[src/hw/rtl/lr_pkg.sv]
// ----------------------------------------------------------------------------
// lr_pkg
// Shared widths and command codes for the line rasterizer.
// ----------------------------------------------------------------------------
`default_nettype none

package lr_pkg;

  localparam int FIELD_BITS = 8;
  localparam int COLOR_BITS = 16;

  typedef enum logic {
    CMD_LOAD = 1'b0,
    CMD_STEP = 1'b1
  } cmd_t;

endpackage

`default_nettype wire

[src/hw/rtl/lr_front.sv]
// ----------------------------------------------------------------------------
// lr_front
// Input stage: takes command beats, registers them and works out the line
// setup (steepness, axis swap, endpoint order, spans, initial error) for loads.
// ----------------------------------------------------------------------------
`default_nettype none

module lr_front #(
  parameter int COORD_BITS = 8
) (
  input  wire                           clk,
  input  wire                           rst,
  input  wire                           in_valid,
  output logic                          in_stall,
  input  wire                           command,
  input  wire  [lr_pkg::FIELD_BITS-1:0] x_start,
  input  wire  [lr_pkg::FIELD_BITS-1:0] y_start,
  input  wire  [lr_pkg::FIELD_BITS-1:0] x_end,
  input  wire  [lr_pkg::FIELD_BITS-1:0] y_end,
  input  wire  [lr_pkg::COLOR_BITS-1:0] line_color,
  output logic                          push,
  input  wire                           queue_full,
  output logic                          ent_load,
  output logic                          ent_steep,
  output logic [COORD_BITS-1:0]         ent_major,
  output logic [COORD_BITS-1:0]         ent_stop,
  output logic [COORD_BITS-1:0]         ent_minor,
  output logic                          ent_down,
  output logic [COORD_BITS-1:0]         ent_span_major,
  output logic [COORD_BITS-1:0]         ent_span_minor,
  output logic [COORD_BITS:0]           ent_error,
  output logic [lr_pkg::COLOR_BITS-1:0] ent_color
);
  import lr_pkg::*;

  logic                  stg_valid;
  cmd_t                  stg_cmd;
  logic [COORD_BITS-1:0] stg_xs;
  logic [COORD_BITS-1:0] stg_ys;
  logic [COORD_BITS-1:0] stg_xe;
  logic [COORD_BITS-1:0] stg_ye;
  logic [COLOR_BITS-1:0] stg_color;
  logic                  in_fire;

  assign in_stall = stg_valid && queue_full;
  assign in_fire  = in_valid && !in_stall;
  assign push     = stg_valid && !queue_full;

  always_ff @(posedge clk) begin
    if (rst) begin
      stg_valid <= 1'b0;
    end else if (in_fire) begin
      stg_valid <= 1'b1;
    end else if (push) begin
      stg_valid <= 1'b0;
    end
  end

  always_ff @(posedge clk) begin
    if (in_fire) begin
      stg_cmd   <= cmd_t'(command);
      stg_xs    <= COORD_BITS'(x_start);
      stg_ys    <= COORD_BITS'(y_start);
      stg_xe    <= COORD_BITS'(x_end);
      stg_ye    <= COORD_BITS'(y_end);
      stg_color <= line_color;
    end
  end

  always_comb begin
    logic [COORD_BITS-1:0] dx_abs;
    logic [COORD_BITS-1:0] dy_abs;
    logic                  steep;
    logic [COORD_BITS-1:0] p0;
    logic [COORD_BITS-1:0] q0;
    logic [COORD_BITS-1:0] p1;
    logic [COORD_BITS-1:0] q1;
    logic                  swap;
    logic [COORD_BITS-1:0] mn_end;
    logic [COORD_BITS-1:0] span;

    dx_abs = (stg_xs > stg_xe) ? (stg_xs - stg_xe) : (stg_xe - stg_xs);
    dy_abs = (stg_ys > stg_ye) ? (stg_ys - stg_ye) : (stg_ye - stg_ys);
    steep  = dy_abs > dx_abs;
    p0 = steep ? stg_ys : stg_xs;
    q0 = steep ? stg_xs : stg_ys;
    p1 = steep ? stg_ye : stg_xe;
    q1 = steep ? stg_xe : stg_ye;
    swap = p0 > p1;

    ent_load       = (stg_cmd == CMD_LOAD);
    ent_steep      = steep;
    ent_major      = swap ? p1 : p0;
    ent_stop       = swap ? p0 : p1;
    ent_minor      = swap ? q1 : q0;
    mn_end         = swap ? q0 : q1;
    ent_down       = !(ent_minor < mn_end);
    span           = ent_stop - ent_major;
    ent_span_major = span;
    ent_span_minor = steep ? dx_abs : dy_abs;
    ent_error      = {2'b00, span[COORD_BITS-1:1]};
    ent_color      = stg_color;
  end

endmodule

`default_nettype wire

[src/hw/rtl/lr_queue.sv]
// ----------------------------------------------------------------------------
// lr_queue
// Two-entry register queue between the setup stage and the stepper.
// ----------------------------------------------------------------------------
`default_nettype none

module lr_queue #(
  parameter int WIDTH = 8
) (
  input  wire              clk,
  input  wire              rst,
  input  wire              push,
  input  wire  [WIDTH-1:0] push_data,
  output logic             full,
  input  wire              pop,
  output logic [WIDTH-1:0] pop_data,
  output logic             not_empty
);

  logic [WIDTH-1:0] entries [2];
  logic             wr_ptr;
  logic             rd_ptr;
  logic [1:0]       count;

  assign full      = count[1];
  assign not_empty = (count != 2'd0);
  assign pop_data  = entries[rd_ptr];

  always_ff @(posedge clk) begin
    if (rst) begin
      wr_ptr <= 1'b0;
      rd_ptr <= 1'b0;
      count  <= 2'd0;
    end else begin
      if (push) begin
        wr_ptr <= !wr_ptr;
      end
      if (pop) begin
        rd_ptr <= !rd_ptr;
      end
      if (push && !pop) begin
        count <= count + 2'd1;
      end else if (pop && !push) begin
        count <= count - 2'd1;
      end
    end
  end

  always_ff @(posedge clk) begin
    if (push) begin
      entries[wr_ptr] <= push_data;
    end
  end

endmodule

`default_nettype wire

[src/hw/rtl/lr_back.sv]
// ----------------------------------------------------------------------------
// lr_back
// Stepper: holds the active line, runs one Bresenham step per step beat and
// drives the registered pixel output.
// ----------------------------------------------------------------------------
`default_nettype none

module lr_back #(
  parameter int COORD_BITS = 8
) (
  input  wire                           clk,
  input  wire                           rst,
  input  wire                           q_valid,
  output logic                          q_pop,
  input  wire                           ent_load,
  input  wire                           ent_steep,
  input  wire  [COORD_BITS-1:0]         ent_major,
  input  wire  [COORD_BITS-1:0]         ent_stop,
  input  wire  [COORD_BITS-1:0]         ent_minor,
  input  wire                           ent_down,
  input  wire  [COORD_BITS-1:0]         ent_span_major,
  input  wire  [COORD_BITS-1:0]         ent_span_minor,
  input  wire  [COORD_BITS:0]           ent_error,
  input  wire  [lr_pkg::COLOR_BITS-1:0] ent_color,
  output logic                          out_valid,
  input  wire                           out_stall,
  output logic [lr_pkg::FIELD_BITS-1:0] pixel_x,
  output logic [lr_pkg::FIELD_BITS-1:0] pixel_y,
  output logic [lr_pkg::COLOR_BITS-1:0] pixel_color,
  output logic                          last_pixel
);
  import lr_pkg::*;

  logic                  busy;
  logic                  steep_flag;
  logic [COORD_BITS-1:0] major_pos;
  logic [COORD_BITS-1:0] major_stop;
  logic [COORD_BITS-1:0] minor_pos;
  logic                  minor_down;
  logic [COORD_BITS-1:0] span_major;
  logic [COORD_BITS-1:0] span_minor;
  logic signed [COORD_BITS:0] error_term;
  logic [COLOR_BITS-1:0] held_color;

  logic                  advance;
  logic                  do_step;
  logic                  last;
  logic signed [COORD_BITS:0] err_sub;

  assign advance = !out_valid || !out_stall;
  assign q_pop   = q_valid && advance;
  assign do_step = q_pop && !ent_load && busy;
  assign last    = (major_pos == major_stop);
  assign err_sub = error_term - $signed({1'b0, span_minor});

  always_ff @(posedge clk) begin
    if (rst) begin
      busy       <= 1'b0;
      steep_flag <= 1'b0;
      major_pos  <= '0;
      major_stop <= '0;
      minor_pos  <= '0;
      minor_down <= 1'b0;
      span_major <= '0;
      span_minor <= '0;
      error_term <= '0;
      held_color <= '0;
    end else if (q_pop && ent_load) begin
      busy       <= 1'b1;
      steep_flag <= ent_steep;
      major_pos  <= ent_major;
      major_stop <= ent_stop;
      minor_pos  <= ent_minor;
      minor_down <= ent_down;
      span_major <= ent_span_major;
      span_minor <= ent_span_minor;
      error_term <= $signed(ent_error);
      held_color <= ent_color;
    end else if (do_step) begin
      if (err_sub < 0) begin
        minor_pos  <= minor_down ? (minor_pos - 1'b1) : (minor_pos + 1'b1);
        error_term <= err_sub + $signed({1'b0, span_major});
      end else begin
        error_term <= err_sub;
      end
      if (last) begin
        busy <= 1'b0;
      end else begin
        major_pos <= major_pos + 1'b1;
      end
    end
  end

  always_ff @(posedge clk) begin
    if (rst) begin
      out_valid <= 1'b0;
    end else if (advance) begin
      out_valid <= do_step;
    end
  end

  always_ff @(posedge clk) begin
    if (do_step) begin
      pixel_x     <= FIELD_BITS'(steep_flag ? minor_pos : major_pos);
      pixel_y     <= FIELD_BITS'(steep_flag ? major_pos : minor_pos);
      pixel_color <= held_color;
      last_pixel  <= last;
    end
  end

endmodule

`default_nettype wire

[src/hw/rtl/line_rasterizer.sv]
// ----------------------------------------------------------------------------
// line_rasterizer
// Bresenham line generator: a load beat sets up a line, each step beat
// returns the next pixel of it with its color and a last flag.
//
//   channel  direction  handshake             payload
//   in       input      in_valid / in_stall   command, x_start, y_start,
//                                             x_end, y_end, line_color
//   out      output     out_valid / out_stall pixel_x, pixel_y, pixel_color,
//                                             last_pixel
//
// One beat is taken per cycle while in_stall is low; a step beat's pixel passes
// through the input register, the two-entry queue and the pixel register.
// The stepper does one subtract, compare and add on the error per step beat.
// Synchronous reset clears the active line and empties the queue.
// A stalled output holds the stepper; input stalls only once the queue fills.
// ----------------------------------------------------------------------------
`default_nettype none

module line_rasterizer #(
  parameter int COORD_BITS = 8
) (
  input  wire                           clk,
  input  wire                           rst,
  input  wire                           in_valid,
  output logic                          in_stall,
  input  wire                           command,
  input  wire  [lr_pkg::FIELD_BITS-1:0] x_start,
  input  wire  [lr_pkg::FIELD_BITS-1:0] y_start,
  input  wire  [lr_pkg::FIELD_BITS-1:0] x_end,
  input  wire  [lr_pkg::FIELD_BITS-1:0] y_end,
  input  wire  [lr_pkg::COLOR_BITS-1:0] line_color,
  output logic                          out_valid,
  input  wire                           out_stall,
  output logic [lr_pkg::FIELD_BITS-1:0] pixel_x,
  output logic [lr_pkg::FIELD_BITS-1:0] pixel_y,
  output logic [lr_pkg::COLOR_BITS-1:0] pixel_color,
  output logic                          last_pixel
);
  import lr_pkg::*;

  localparam int ENTRY_BITS = 6 * COORD_BITS + 4 + COLOR_BITS;

  logic                  push;
  logic                  queue_full;
  logic                  q_valid;
  logic                  q_pop;
  logic [ENTRY_BITS-1:0] q_in;
  logic [ENTRY_BITS-1:0] q_out;

  logic                  f_load;
  logic                  f_steep;
  logic [COORD_BITS-1:0] f_major;
  logic [COORD_BITS-1:0] f_stop;
  logic [COORD_BITS-1:0] f_minor;
  logic                  f_down;
  logic [COORD_BITS-1:0] f_span_major;
  logic [COORD_BITS-1:0] f_span_minor;
  logic [COORD_BITS:0]   f_error;
  logic [COLOR_BITS-1:0] f_color;

  logic                  b_load;
  logic                  b_steep;
  logic [COORD_BITS-1:0] b_major;
  logic [COORD_BITS-1:0] b_stop;
  logic [COORD_BITS-1:0] b_minor;
  logic                  b_down;
  logic [COORD_BITS-1:0] b_span_major;
  logic [COORD_BITS-1:0] b_span_minor;
  logic [COORD_BITS:0]   b_error;
  logic [COLOR_BITS-1:0] b_color;

  lr_front #(
    .COORD_BITS(COORD_BITS)
  ) u_front (
    .clk           (clk),
    .rst           (rst),
    .in_valid      (in_valid),
    .in_stall      (in_stall),
    .command       (command),
    .x_start       (x_start),
    .y_start       (y_start),
    .x_end         (x_end),
    .y_end         (y_end),
    .line_color    (line_color),
    .push          (push),
    .queue_full    (queue_full),
    .ent_load      (f_load),
    .ent_steep     (f_steep),
    .ent_major     (f_major),
    .ent_stop      (f_stop),
    .ent_minor     (f_minor),
    .ent_down      (f_down),
    .ent_span_major(f_span_major),
    .ent_span_minor(f_span_minor),
    .ent_error     (f_error),
    .ent_color     (f_color)
  );

  assign q_in = {f_load, f_steep, f_major, f_stop, f_minor, f_down,
                 f_span_major, f_span_minor, f_error, f_color};

  lr_queue #(
    .WIDTH(ENTRY_BITS)
  ) u_queue (
    .clk      (clk),
    .rst      (rst),
    .push     (push),
    .push_data(q_in),
    .full     (queue_full),
    .pop      (q_pop),
    .pop_data (q_out),
    .not_empty(q_valid)
  );

  assign {b_load, b_steep, b_major, b_stop, b_minor, b_down,
          b_span_major, b_span_minor, b_error, b_color} = q_out;

  lr_back #(
    .COORD_BITS(COORD_BITS)
  ) u_back (
    .clk           (clk),
    .rst           (rst),
    .q_valid       (q_valid),
    .q_pop         (q_pop),
    .ent_load      (b_load),
    .ent_steep     (b_steep),
    .ent_major     (b_major),
    .ent_stop      (b_stop),
    .ent_minor     (b_minor),
    .ent_down      (b_down),
    .ent_span_major(b_span_major),
    .ent_span_minor(b_span_minor),
    .ent_error     (b_error),
    .ent_color     (b_color),
    .out_valid     (out_valid),
    .out_stall     (out_stall),
    .pixel_x       (pixel_x),
    .pixel_y       (pixel_y),
    .pixel_color   (pixel_color),
    .last_pixel    (last_pixel)
  );

endmodule

`default_nettype wire

[config.mk]
export PLATFORM = sky130hd
export DESIGN_NAME = line_rasterizer
export DESIGN_NICKNAME = d
export VERILOG_FILES = /design/src/hw/rtl/lr_pkg.sv /design/src/hw/rtl/lr_front.sv /design/src/hw/rtl/lr_queue.sv /design/src/hw/rtl/lr_back.sv /design/src/hw/rtl/line_rasterizer.sv
export SDC_FILE = /design/constraint.sdc
export NUM_CORES = 1
export LEC_CHECK = 0
export BUFFER_PORTS_ARGS = -buffer_cell sky130_fd_sc_hd__buf_2
export CAP_MARGIN = 10
export CORE_UTILIZATION = 45
export CTS_CLUSTER_SIZE = 20
export DETAILED_ROUTE_END_ITERATION = 16
export GPL_TIMING_DRIVEN = 1
export PLACE_DENSITY = 0.7
export SYNTH_ARGS = -nofsm -noshare
export SYNTH_HDL_FRONTEND = slang
export SYNTH_SLANG_ARGS = --single-unit
[constraint.sdc]
create_clock -name clk -period 16.89 [get_ports clk]
set_input_delay 3.378 -clock clk [delete_from_list [all_inputs] [get_ports clk]]
set_output_delay 3.378 -clock clk [all_outputs]
set_load 0.05 [all_outputs]
==> impl_metrics.env <==
export IMPL_syn_area_sq_um=13800
export IMPL_first_global_vias=8799
export IMPL_cts_made_buffers=29
export IMPL_num_io_pins=88
export IMPL_holdCritPathClass="flop to flop"
export IMPL_die_h_microns=177
export IMPL_drt_iter0_drc=675
export IMPL_rows=63
export IMPL_run_status="finished clean"
export IMPL_yosys_cell_types_count=67
export IMPL_crit_start="u_front.stg_ys[0]"
export IMPL_maxSlewViolCount=0
export IMPL_worstHoldPathCells=0
export IMPL_r2r_setup_slack_ns=7.37
export IMPL_avgRoutedWirePerCell_microns=17.8
export IMPL_grt_ovfl_total=0
export IMPL_finalSetupViolations=0
export IMPL_path_clk_slew_ns=0.06
export IMPL_startpoint_type="flop"
export IMPL_finalCriticalPeriod_ns=9.52
export IMPL_cp_required_ns=17.19
export IMPL_nNetsFinal=1402
export IMPL_cts_setup_buffers=0
export IMPL_holdBufCountCts=0
export IMPL_synth_edf_count=200
export IMPL_drc=0
export IMPL_rr_worst_depth=33
export IMPL_yosysSeqAreaShare_pct=54.5
export IMPL_tightest_slew_ns=0.928
export IMPL_yosys_register_bits=275
export IMPL_r2r_end="u_queue.entries[0][39]"
export IMPL_detail_route_first_pass_iterations=5
export IMPL_hold_end="u_back.pixel_color[2]"
export IMPL_muxShareOfSynthArea_pct=8.69
export IMPL_cts_tree="yes"
export IMPL_synth_top_family_by_area="compound AO/OA/AOI/OAI gates"
export IMPL_core_area_sq_um=29900
export IMPL_syn2layout_area_growth_pct=13.0
export IMPL_cts_sinks=275
export IMPL_grt_pass1_wl_microns=46800
export IMPL_antenna_found_initial=0
export IMPL_drt_wl_total_microns=30000
export IMPL_crit_path_frequent_cell="ha_1"
export IMPL_hold_viol_final=0
export IMPL_ant_nets=0
export IMPL_syn_instance_count=1186
export IMPL_die_area_sq_um=31300
export IMPL_synthXorXnorAreaFrac_pct=3.81
export IMPL_final_common_cell="edfxtp_1"
export IMPL_skew_ns=0.0192
export IMPL_slew_headroom_pct=38.1
export IMPL_maxCapViolations=0
export IMPL_syn_nets=1322
export IMPL_crit_arrival_ns=9.82
export IMPL_viasPerCell=5.51
export IMPL_ctsHtreeMaxLevel=1
export IMPL_mostFrequentLayoutCells="edfxtp_1, nor2_1, mux2i_1, buf_2, a21oi_1"
export IMPL_clock_path_buffers=3
export IMPL_reg2reg_from="u_front.stg_ys[0]"
export IMPL_endpoint_kind="flop"
export IMPL_dpl_hpwl_microns=21400
export IMPL_max_freq_mhz=105
export IMPL_synth_simple_gate_area_share_pct=8.11
export IMPL_final_setup_tns_ns=0
export IMPL_port_buffers=87
export IMPL_hold_start="u_back.held_color[2]"
export IMPL_grt_max_degree=67
export IMPL_cts_resized=0
export IMPL_num_vias=9247
export IMPL_critPathKind="flop to flop"
export IMPL_die_w_microns=177
export IMPL_synth_warning_count=0
export IMPL_initial_core_util_pct=46.1
export IMPL_synth_compound_area_share_pct=13.5
export IMPL_cts_root_buf="clkbuf_16"
export IMPL_synthAdderAreaFrac_pct=8.00
export IMPL_crit_path_top_delay_cell="mux2i_4"
export IMPL_max_stage_delay_ns=0.52
export IMPL_period_share_pct=56.3
export IMPL_rsz0062_at_grt="false"
export IMPL_antenna_cells=0
export IMPL_drive_above_1_share_pct=14.8
export IMPL_clk_latency_ns=0.57
export IMPL_ys_flop_type="edfxtp_1"
export IMPL_place_gp_congestion=0.907
export IMPL_syn_area_per_cell_sq_um=11.6
export IMPL_async_flop_share_pct=0
export IMPL_grt_usage_pct=19.1
export IMPL_path_max_fanout=51
==> area by class of cell <==
cell class              instances  area (sq um)
fillers                      2576         14300
flip-flops and latches        275          7510
multi-input cells             791          5840
clock buffers                  34           764
repair buffers                 97           510
well taps                     390           488
inverters                      72           270
clock inverters                20           188
==> worst max-delay path, delay by kind of cell, from the launching register on <==
family	cells	cell delay (ns)
AO/OA/AOI/OAI	12	3.06
AND/OR/NAND/NOR	8	1.87
adder cells (fa/ha/maj)	5	1.59
buffers and inverters	5	1.14
multiplexers	2	0.92
flip-flops	1	0.45
XOR/XNOR	1	0.20
==> logic make-up after synthesis <==
family          count (synthesis)
buf+inv                       120
fa+ha+maj                      84
mux                           116
simple gates                  251
flops                         275
xor+xnor                       60
compound gates                280
==> worst max-delay path by stage <==
stage,slack (ns),cells after the start,to
CTS,7.50,33,u_queue.entries[0][39]
global route,6.72,33,u_queue.entries[0][39]
floorplan,8.86,37,u_queue.entries[0][39]
global placement,7.75,32,u_queue.entries[0][39]
detailed placement,7.53,33,u_queue.entries[0][39]
finish,7.37,33,u_queue.entries[0][39]
==> cell usage after synthesis, drive strengths merged (3+ instances only) <==
master	instances	area, sq um
edfxtp	200	6010
nor2	120	450
mux2i	93	935
a21oi	78	402
ha	76	951
dfxtp	75	1500
inv	72	270
a211oi	62	470
nand2	59	229
o21ai	54	274
xnor2	39	342
clkbuf	35	131
mux2	23	263
xor2	21	184
a21o	19	143
o21a	16	120
nand3	14	70.1
buf	13	58.8
nand4	11	68.8
nor2b	10	62.6
a31oi	8	50.1
and2	8	52.6
and3	8	50.1
o211ai	8	60.1
fa	7	140
nor3	5	25.0
o31ai	5	37.5
or2	5	31.3
a211o	4	35.0
o21bai	4	30.0
a221oi	3	43.8
o311a	3	30.0
o31a	3	35.0
or3	3	18.8
==> sequential cells by signal (all words and copies together) (netlist names), 8 cells and up, named ones only <==
name,flops
u_back.error_term,9
u_back.held_color,16
u_back.major_pos,8
u_back.major_stop,8
u_back.minor_pos,8
u_back.pixel_color,16
u_back.pixel_x,8
u_back.pixel_y,8
u_back.span_major,8
u_back.span_minor,8
u_front.ent_color,16
u_front.stg_xe,8
u_front.stg_xs,8
u_front.stg_ye,8
u_front.stg_ys,8
u_queue.entries,118
==> metal layers <==
metal	global-route usage (%)	wire length [microns]
met4	7.00	1040
met1	26.7	14300
met3	2.60	1310
met5	0	0
met2	30.2	13300
==> through the flow <==
step                      worst slack [ns]  cell area (sq um)  hold slack [ns]  instances  util [%]
after global placement                7.75              14600            0.415       1625      48.9
after detailed placement              7.53              14600            0.418       1625      48.9
after floorplan                       8.86              13800            0.409       1186         -
final                                 7.37              15600            0.423       1679      52.1
after CTS                             7.50              15600            0.422       1679      52.1
after global routing                  6.72              15600            0.433       1679      52.1
Power is left out: the tool's default activity adds up to more than one toggle a clock period on the data nets, which glitch-free logic cannot reach.
